File: config.mk
export PLATFORM = sky130hd
export DESIGN_NAME = srtf_scheduler
export DESIGN_NICKNAME = d
export VERILOG_FILES = /design/src/design/srtf_pkg.sv /design/src/design/srtf_scheduler.sv /design/src/design/srtf_cell.sv /design/src/design/srtf_acct.sv
export SDC_FILE = /design/constraint.sdc
export NUM_CORES = 2
export LEC_CHECK = 0
export ABC_AREA = 1
export BUFFER_PORTS_ARGS = -buffer_cell sky130_fd_sc_hd__buf_2
export CAP_MARGIN = 20
export CELL_PAD_IN_SITES_DETAIL_PLACEMENT = 0
export CELL_PAD_IN_SITES_GLOBAL_PLACEMENT = 2
export CORE_UTILIZATION = 33
export CTS_BUF_LIST = sky130_fd_sc_hd__clkbuf_16
export DETAILED_ROUTE_END_ITERATION = 10
export PLACE_DENSITY = 0.75
export SLEW_MARGIN = 30
export SYNTH_ARGS = -nofsm -noshare
export SYNTH_HDL_FRONTEND = slang
export SYNTH_SLANG_ARGS = --single-unit
File: constraint.sdc
create_clock -name i_clk -period 13.8 [get_ports i_clk]
set_clock_uncertainty 0.1 [all_clocks]
set_input_delay 0 -clock i_clk [delete_from_list [all_inputs] [get_ports i_clk]]
set_output_delay 0 -clock i_clk [all_outputs]
set_load 0.05 [all_outputs]
File: src/design/srtf_pkg.sv
`timescale 1ns / 1ps
`default_nettype none
// ============================================================================
// srtf_pkg
// Types and constants shared by the SRTF scheduler modules.
// ============================================================================
package srtf_pkg;

    localparam int MAX_JOBS = 16;
    localparam int ID_W     = 8;
    localparam int TIME_W   = 32;
    localparam int BURST_W  = 16;
    localparam int SUM_W    = 48;

    localparam logic [SUM_W-1:0] SUM_MAX = {SUM_W{1'b1}};

    localparam logic FUNC_ADMIT = 1'b0;
    localparam logic FUNC_TICK  = 1'b1;

    typedef struct packed {
        logic               func;
        logic [ID_W-1:0]    job_id;
        logic [TIME_W-1:0]  arrival_time;
        logic [BURST_W-1:0] burst_time;
    } t_req;

    typedef struct packed {
        logic [TIME_W-1:0]  now;
        logic               admit_refused;
        logic               idle;
        logic [ID_W-1:0]    running_id;
        logic [BURST_W-1:0] remaining_left;
        logic               finished;
        logic [TIME_W-1:0]  finish_time;
        logic [TIME_W-1:0]  turnaround;
        logic [TIME_W-1:0]  waiting;
        logic [SUM_W-1:0]   sum_waiting;
        logic [SUM_W-1:0]   sum_turnaround;
    } t_result;

    // One job entry held by a chain cell
    typedef struct packed {
        logic               valid;
        logic [ID_W-1:0]    job;
        logic [TIME_W-1:0]  arrival;
        logic [BURST_W-1:0] burst;
        logic [BURST_W-1:0] rem;
    } t_slot;

    typedef struct packed {
        logic ins;   // sorted insert of a new job
        logic pop;   // head finished, shift toward head
        logic dec;   // decrement own remaining time
    } t_cell_ctl;

    typedef struct packed {
        logic calc;  // compute finish, turnaround, waiting
        logic sum;   // add to running totals
    } t_acct_ctl;

    typedef enum logic [1:0] {
        ST_IDLE,
        ST_CALC,
        ST_SUM
    } t_state;

endpackage : srtf_pkg
`default_nettype wire

File: src/design/srtf_scheduler.sv
// A request is taken only in ST_IDLE and captured; ST_CALC then does the accounting
//   and ST_SUM updates the totals and loads the result, waiting while an old one stalls;
//   the result register lets the next request enter while a result waits.
// The job table is a chain of MAX_JOBS cells kept sorted, so the head is the pick.
// Reset (synchronous, active low) empties the chain and clears time counter,
//   totals and control state at once; no clearing pass is needed.
`timescale 1ns / 1ps
`default_nettype none
// ============================================================================
// srtf_scheduler
// Preemptive shortest-remaining-time-first scheduler with a sorted job chain.
// ============================================================================
module srtf_scheduler
    import srtf_pkg::*;
(
    input  wire logic    i_clk,
    input  wire logic    i_rst_n,
    input  wire logic    i_in_valid,
    output logic         o_in_stall,
    input  wire t_req    i_req,
    output logic         o_out_valid,
    input  wire logic    i_out_stall,
    output t_result      o_result
);

    t_state    r_state;
    t_state    n_state;
    t_slot     w_slot [MAX_JOBS];
    logic      w_gt   [MAX_JOBS];
    t_cell_ctl w_ctl  [MAX_JOBS];
    t_slot     w_new;
    t_slot     w_head;
    t_acct_ctl w_acct_ctl;

    logic w_accept;
    logic w_admit;
    logic w_tick;
    logic w_full;
    logic w_ins;
    logic w_pop;
    logic w_dec;
    logic w_calc;
    logic w_load;

    logic [TIME_W-1:0]  r_time;
    logic [TIME_W-1:0]  r_now;
    logic               r_refused;
    logic               r_idle;
    logic [ID_W-1:0]    r_id;
    logic [BURST_W-1:0] r_left;
    logic               r_fin_flag;
    logic [TIME_W-1:0]  r_arr;
    logic [BURST_W-1:0] r_burst;
    logic               r_out_valid;
    t_result            r_out;

    logic [TIME_W-1:0]  w_fin;
    logic [TIME_W-1:0]  w_tat;
    logic [TIME_W-1:0]  w_wt;
    logic [SUM_W-1:0]   w_wsum;
    logic [SUM_W-1:0]   w_tsum;

    assign w_head   = w_slot[0];
    assign w_full   = w_slot[MAX_JOBS-1].valid;
    assign w_accept = i_in_valid && !o_in_stall;
    assign w_admit  = w_accept && (i_req.func == FUNC_ADMIT);
    assign w_tick   = w_accept && (i_req.func == FUNC_TICK);
    assign w_ins    = w_admit && !w_full;
    // head with at most one tick left finishes now
    assign w_pop    = w_tick && w_head.valid && (w_head.rem <= BURST_W'(1));
    assign w_dec    = w_tick && w_head.valid && (w_head.rem > BURST_W'(1));

    always_comb begin
        w_new.valid   = 1'b1;
        w_new.job     = i_req.job_id;
        w_new.arrival = i_req.arrival_time;
        w_new.burst   = i_req.burst_time;
        w_new.rem     = i_req.burst_time;
    end

    genvar g;
    generate
        for (g = 0; g < MAX_JOBS; g++) begin : g_cell
            t_slot w_left;
            t_slot w_right;
            logic  w_lgt;

            if (g == 0) begin : g_first
                assign w_left = '0;
                assign w_lgt  = 1'b0;
            end else begin : g_mid
                assign w_left = w_slot[g-1];
                assign w_lgt  = w_gt[g-1];
            end

            if (g == MAX_JOBS-1) begin : g_last
                assign w_right = '0;
            end else begin : g_inner
                assign w_right = w_slot[g+1];
            end

            assign w_ctl[g].ins = w_ins;
            assign w_ctl[g].pop = w_pop;
            assign w_ctl[g].dec = (g == 0) ? w_dec : 1'b0;

            srtf_cell u_cell (
                .i_clk     (i_clk),
                .i_rst_n   (i_rst_n),
                .i_ctl     (w_ctl[g]),
                .i_left    (w_left),
                .i_left_gt (w_lgt),
                .i_right   (w_right),
                .i_new     (w_new),
                .o_slot    (w_slot[g]),
                .o_gt      (w_gt[g])
            );
        end
    endgenerate

    // Capture what the request saw of the chain head
    always_ff @(posedge i_clk) begin
        if (w_accept) begin
            r_now      <= r_time;
            r_refused  <= w_admit && w_full;
            r_idle     <= w_tick && !w_head.valid;
            r_id       <= (w_tick && w_head.valid) ? w_head.job : '0;
            r_left     <= (w_dec) ? (w_head.rem - BURST_W'(1)) : '0;
            r_fin_flag <= w_pop;
            r_arr      <= w_head.arrival;
            r_burst    <= w_head.burst;
        end
    end

    always_ff @(posedge i_clk) begin
        if (!i_rst_n) begin
            r_time <= '0;
        end else if (w_tick) begin
            r_time <= r_time + TIME_W'(1);
        end
    end

    assign w_acct_ctl.calc = w_calc;
    assign w_acct_ctl.sum  = w_load && r_fin_flag;

    srtf_acct u_acct (
        .i_clk              (i_clk),
        .i_rst_n            (i_rst_n),
        .i_ctl              (w_acct_ctl),
        .i_now              (r_now),
        .i_arrival          (r_arr),
        .i_burst            (r_burst),
        .o_finish_time      (w_fin),
        .o_turnaround       (w_tat),
        .o_waiting          (w_wt),
        .o_total_waiting    (w_wsum),
        .o_total_turnaround (w_tsum)
    );

    // Next state
    always_comb begin
        n_state = r_state;
        case (r_state)
            ST_IDLE: begin
                if (w_accept) begin
                    n_state = ST_CALC;
                end
            end
            ST_CALC: begin
                n_state = ST_SUM;
            end
            ST_SUM: begin
                if (!r_out_valid || !i_out_stall) begin
                    n_state = ST_IDLE;
                end
            end
            default: begin
                n_state = ST_IDLE;
            end
        endcase
    end

    // State outputs
    always_comb begin
        o_in_stall = 1'b1;
        w_calc     = 1'b0;
        w_load     = 1'b0;
        case (r_state)
            ST_IDLE: begin
                o_in_stall = 1'b0;
            end
            ST_CALC: begin
                w_calc = 1'b1;
            end
            ST_SUM: begin
                w_load = !r_out_valid || !i_out_stall;
            end
            default: begin
                o_in_stall = 1'b1;
            end
        endcase
    end

    always_ff @(posedge i_clk) begin
        if (!i_rst_n) begin
            r_state     <= ST_IDLE;
            r_out_valid <= 1'b0;
        end else begin
            r_state <= n_state;
            if (w_load) begin
                r_out_valid <= 1'b1;
            end else if (!i_out_stall) begin
                r_out_valid <= 1'b0;
            end
        end
    end

    always_ff @(posedge i_clk) begin
        if (w_load) begin
            r_out.now            <= r_now;
            r_out.admit_refused  <= r_refused;
            r_out.idle           <= r_idle;
            r_out.running_id     <= r_id;
            r_out.remaining_left <= r_left;
            r_out.finished       <= r_fin_flag;
            r_out.finish_time    <= r_fin_flag ? w_fin : '0;
            r_out.turnaround     <= r_fin_flag ? w_tat : '0;
            r_out.waiting        <= r_fin_flag ? w_wt : '0;
            r_out.sum_waiting    <= w_wsum;
            r_out.sum_turnaround <= w_tsum;
        end
    end

    assign o_out_valid = r_out_valid;
    assign o_result    = r_out;

`ifndef NO_ASSERTIONS
    logic [MAX_JOBS-2:0] w_sorted;

    always_comb begin
        for (int k = 0; k < MAX_JOBS-1; k++) begin
            w_sorted[k] = !w_slot[k+1].valid ||
                          (w_slot[k].valid && (w_slot[k].rem <= w_slot[k+1].rem));
        end
    end

    a_chain_sorted: assert property (@(posedge i_clk) disable iff (!i_rst_n)
        &w_sorted)
        else $error("job chain lost its order or has a gap");

    a_refuse_full: assert property (@(posedge i_clk) disable iff (!i_rst_n)
        (w_admit && !w_full) |=> !r_refused)
        else $error("admit refused with a free cell");

    a_idle_empty: assert property (@(posedge i_clk) disable iff (!i_rst_n)
        (w_tick && w_head.valid) |=> (!r_idle && (r_state == ST_CALC)))
        else $error("tick with a waiting job reported idle");
`endif

endmodule : srtf_scheduler
`default_nettype wire

File: src/design/srtf_cell.sv
`timescale 1ns / 1ps
`default_nettype none
// ============================================================================
// srtf_cell
// One cell of the sorted job chain. Cells stay ordered by remaining time,
// ties by admission order; the head cell always holds the next job to run.
// ============================================================================
module srtf_cell
    import srtf_pkg::*;
(
    input  wire logic      i_clk,
    input  wire logic      i_rst_n,
    input  wire t_cell_ctl i_ctl,
    input  wire t_slot     i_left,
    input  wire logic      i_left_gt,
    input  wire t_slot     i_right,
    input  wire t_slot     i_new,
    output t_slot          o_slot,
    output logic           o_gt
);

    t_slot r_slot;
    t_slot n_slot;

    // New job goes behind every job with remaining time <= its burst
    assign o_gt = !r_slot.valid || (r_slot.rem > i_new.rem);

    always_comb begin
        n_slot = r_slot;
        if (i_ctl.ins && o_gt) begin
            n_slot = i_left_gt ? i_left : i_new;
        end else if (i_ctl.pop) begin
            n_slot = i_right;
        end else if (i_ctl.dec && (r_slot.rem != '0)) begin
            n_slot.rem = r_slot.rem - BURST_W'(1);
        end
    end

    always_ff @(posedge i_clk) begin
        if (!i_rst_n) begin
            r_slot <= '0;
        end else begin
            r_slot <= n_slot;
        end
    end

    assign o_slot = r_slot;

endmodule : srtf_cell
`default_nettype wire

File: src/design/srtf_acct.sv
`timescale 1ns / 1ps
`default_nettype none
// ============================================================================
// srtf_acct
// Completion accounting: finish, turnaround and waiting times and the
// saturating running totals.
// ============================================================================
module srtf_acct
    import srtf_pkg::*;
(
    input  wire logic               i_clk,
    input  wire logic               i_rst_n,
    input  wire t_acct_ctl          i_ctl,
    input  wire logic [TIME_W-1:0]  i_now,
    input  wire logic [TIME_W-1:0]  i_arrival,
    input  wire logic [BURST_W-1:0] i_burst,
    output logic [TIME_W-1:0]       o_finish_time,
    output logic [TIME_W-1:0]       o_turnaround,
    output logic [TIME_W-1:0]       o_waiting,
    output logic [SUM_W-1:0]        o_total_waiting,
    output logic [SUM_W-1:0]        o_total_turnaround
);

    logic [TIME_W-1:0] r_fin;
    logic [TIME_W-1:0] r_tat;
    logic [TIME_W-1:0] r_wt;
    logic [SUM_W-1:0]  r_wsum;
    logic [SUM_W-1:0]  r_tsum;
    logic [SUM_W-1:0]  n_wsum;
    logic [SUM_W-1:0]  n_tsum;
    logic [SUM_W:0]    w_wadd;
    logic [SUM_W:0]    w_tadd;

    always_ff @(posedge i_clk) begin
        if (i_ctl.calc) begin
            r_fin <= i_now + TIME_W'(1);
            r_tat <= i_now + TIME_W'(1) - i_arrival;
            r_wt  <= i_now + TIME_W'(1) - i_arrival - TIME_W'(i_burst);
        end
    end

    always_comb begin
        w_wadd = {1'b0, r_wsum} + (SUM_W+1)'(r_wt);
        w_tadd = {1'b0, r_tsum} + (SUM_W+1)'(r_tat);
        n_wsum = r_wsum;
        n_tsum = r_tsum;
        if (i_ctl.sum) begin
            n_wsum = w_wadd[SUM_W] ? SUM_MAX : w_wadd[SUM_W-1:0];
            n_tsum = w_tadd[SUM_W] ? SUM_MAX : w_tadd[SUM_W-1:0];
        end
    end

    always_ff @(posedge i_clk) begin
        if (!i_rst_n) begin
            r_wsum <= '0;
            r_tsum <= '0;
        end else begin
            r_wsum <= n_wsum;
            r_tsum <= n_tsum;
        end
    end

    assign o_finish_time      = r_fin;
    assign o_turnaround       = r_tat;
    assign o_waiting          = r_wt;
    assign o_total_waiting    = n_wsum;
    assign o_total_turnaround = n_tsum;

endmodule : srtf_acct
`default_nettype wire
==> impl_metrics.tcl <==
set metrics [dict create \
    fmax_mhz 169 \
    grt_pass1_wl_mm 538 \
    timing.critical_path.mode_cell "buf_4" \
    cp_cell_sequence "inv_2, nand3_2, inv_4, nand2_2, buf_4, nor2_4, nand3_4, buf_4, buf_12, buf_12, nand2_1, buf_4, inv_1, nand2_1, a21oi_1" \
    rsz0062_at_grt "no" \
    die_w_microns 544 \
    hold_class "in -> reg" \
    r2r-end "g_cell[9].u_cell.o_slot[30]" \
    clk_pin_slew_ns 0.06 \
    synth_mux_area_share_pct 0.0309 \
    relSlewSlack_pct 31.2 \
    mostFrequentLayoutCell "nand2_1" \
    cts_buffer_depth 4 \
    grt.overflow.total 0 \
    finalHoldViolations 0 \
    synthAdderAreaFrac_pct 4.66 \
    synth-xor-area-share_pct 1.23 \
    finalSetupTns_ns 0 \
    end_kind "flop" \
    ff2ff_path_depth 15 \
    leakage_nw 47.5 \
    synth-simple-area-share_pct 23.9 \
    clock-sinks 1753 \
    worst-setup-path-type "reg -> reg" \
    nets 14300 \
    synth.avg_cell_area_sq_um 6.92 \
    final_cell_mix "nand2_1 (3,998), o21ai_0 (1,793), inv_1 (1,526), dfxtp_1 (1,299), a21oi_1 (1,242)" \
    stdcell_area_sq_um 109000 \
    cts_setup_buffers 0 \
    die_y_microns 544 \
    crit_fanout 151 \
    coreArea_sq_um 292000 \
    ff2ff_setup_slack_ns 7.89 \
    grt_max_degree 241 \
    setup_viol 0 \
    dp_hpwl_mm 252 \
    drc 0 \
    synth-edff-count 454 \
    wl_mm 353 \
    maxSlewViolCount 0 \
    min_period_ns 5.91 \
    antenna_found_initial 19 \
    vias 90400 \
    drt-initial-drc-count 7470 \
    synth-compound-area-share_pct 19.6 \
    synthFlopType "dfxtp_1" \
    cap_violations 0 \
    synth_cell_type_count 61 \
    io_buffers 313 \
    grt_pass1_vias 85200 \
    synthArstFlopShare_pct 0 \
    power_density_nw_per_um2 126 \
    antenna_left 0 \
    critical_path_arrival_ns 6.53 \
    finalPower_w 0.0137 \
    wl_per_cell_microns 19.7 \
    dieArea_sq_um 296000 \
    row_count 198 \
    startpoint_type "flop" \
    synth_seq_cells 1753 \
    outcome "finished, final reports clean" \
    place.gp.congestion 0.901 \
    max_slew.worst_pin.slew_ns 1.03 \
    finalCritPeriodShare_pct 42.8 \
    synth_top_family_by_area "simple AND/OR/NAND/NOR gates" \
    multi_input_area_sq_um 48200 \
    syn_to_final_growth_pct 12.5 \
    io_pins 314 \
    yosysSeqAreaShare_pct 40.9 \
    start_util_pct 33.3 \
    grt_usage_pct 23.1 \
    crit_path_start "r_state[0]" \
    cts-root-buf "clkbuf_16" \
    cts_inserted_buffers 215 \
    synthesis.nets 14400 \
    cts_tree "built" \
    layout-drive-gt1-share_pct 6.17 \
    worstSkewPairLatency_ns 0.90 \
    r2r_start "r_state[0]" \
    crit_slowest_cell "nand2_1" \
    synth_cells 14000 \
    nFillCells 31000 \
    viasPerCell 5.03 \
    yosysWarnings 0 \
    seqCellArea_sq_um 39600 \
    htree_levels 4 \
    slowest_delay_ns 0.77 \
    critPathCapture "g_cell[9].u_cell.o_slot[30]" \
    max-vdd-ir-drop_mv 0.101 \
    crit_required_ns 14.43 \
    first_pass_iters 6 \
    place_area_sq_um 101000 \
    synthesis.area_sq_um 97000 \
]
-- cell families after synthesis --
logic type      Yosys count
fa+ha+maj               359
flops                  1753
buf+inv                2413
compound gates         3585
xor+xnor                136
mux                       3
simple gates           5764
-- how the worst min path moves through the flow --
stage	startpoint	endpoint	cells after the start
finish	i_req[13]	g_cell[1].u_cell.o_slot[13]	4
detailed placement	i_req[27]	g_cell[0].u_cell.o_slot[43]	3
global route	i_req[11]	g_cell[10].u_cell.o_slot[11]	4
floorplan	i_in_valid	r_state[0]	2
CTS	i_req[47]	g_cell[15].u_cell.o_slot[63]	4
global placement	i_req[50]	g_cell[0].u_cell.o_slot[66]	3
-- metal layers --
metal  up-vias  routed length (microns)  global-route usage, %
met5         -                        9                      0
met4         2                     9930                   6.82
met3       466                    19200                   2.51
met2      2585                   152000                   35.9
met1     41500                   172000                   33.5
li1      45800                        -                      -
-- area by class of cell --
type                    count  area share, %
multi-input cells        9847           44.1
flip-flops and latches   1753           36.3
inverters                1524           5.26
clock buffers             218           5.00
well taps                3900           4.47
repair buffers            548           3.51
clock inverters           176           1.32
diodes                      4        0.00917
-- what timing repair did --
action,in CTS,in global routing
setup endpoints to repair,0,0
hold buffers,102,0
endpoints found under the hold margin,1257,0
resized for setup,0,0
-- sequential cells by signal (all words and copies together), names as in the netlist, 48 cells and up --
signal / count
g_cell.u_cell.o_slot: 1168
o_result: 251
u_acct.r_tsum: 48
u_acct.r_wsum: 48
-- synthesized netlist by cell type (all sizes together), types with 2 or more instances --
cell type / instances / area share (%)
o21ba: 2 / 0.021
clkbuf: 546 / 2.1
o22ai: 9 / 0.058
nand3: 725 / 3.8
nor4: 30 / 0.21
a31oi: 213 / 1.4
o211a: 13 / 0.13
inv: 1514 / 5.9
a21oi: 1253 / 6.5
dfxtp: 1299 / 27
or2: 16 / 0.10
nand4: 37 / 0.24
o21bai: 9 / 0.070
a211oi: 111 / 0.86
nor3b: 3 / 0.023
xor2: 100 / 0.90
mux2i: 3 / 0.031
and2: 24 / 0.15
ha: 355 / 4.6
edfxtp: 454 / 14
nand3b: 11 / 0.085
a311oi: 16 / 0.14
buf: 343 / 1.8
a21o: 4 / 0.031
nor2: 774 / 3.0
a21boi: 9 / 0.077
o211ai: 42 / 0.32
o21a: 36 / 0.28
xnor2: 36 / 0.32
nor3: 96 / 0.52
a22oi: 18 / 0.14
o21ai: 1843 / 9.5
fa: 4 / 0.083
nand2: 4037 / 16
and3: 9 / 0.058
o31ai: 3 / 0.023
clkinv: 10 / 0.039
-- critical path: cells and delay by family (launching register included) --
family | cells | cell delay (ns)
AOI/OAI and AO/OA | 1 | 0.07
DFF | 1 | 0.32
buffers and inverters | 8 | 2.69
and+or+nand+nor | 6 | 2.14
-- per-stage QoR --
step / setup slack [ns] / cells / util, % / hold slack, ns
2_1_floorplan: 0.105 / 14000 / - / 0.0529
3_3_place_gp: 7.90 / 17500 / 34.6 / 0.191
3_5_place_dp: 7.85 / 17500 / 34.7 / 0.200
4_1_cts: 7.80 / 18000 / 37.4 / 0.00838
5_1_grt: 7.46 / 18000 / 37.4 / 0.0757
6_report: 7.89 / 18000 / 37.4 / 0.0867
-- power by group --
group / total [W] / internal [W] / switching [W]
combinational: 0.00215 / 0.000640 / 0.00151
clock: 0.00567 / 0.00327 / 0.00240
sequential: 0.00589 / 0.00561 / 0.000283
No activity file was read; power rests on OpenSTA's default activity.
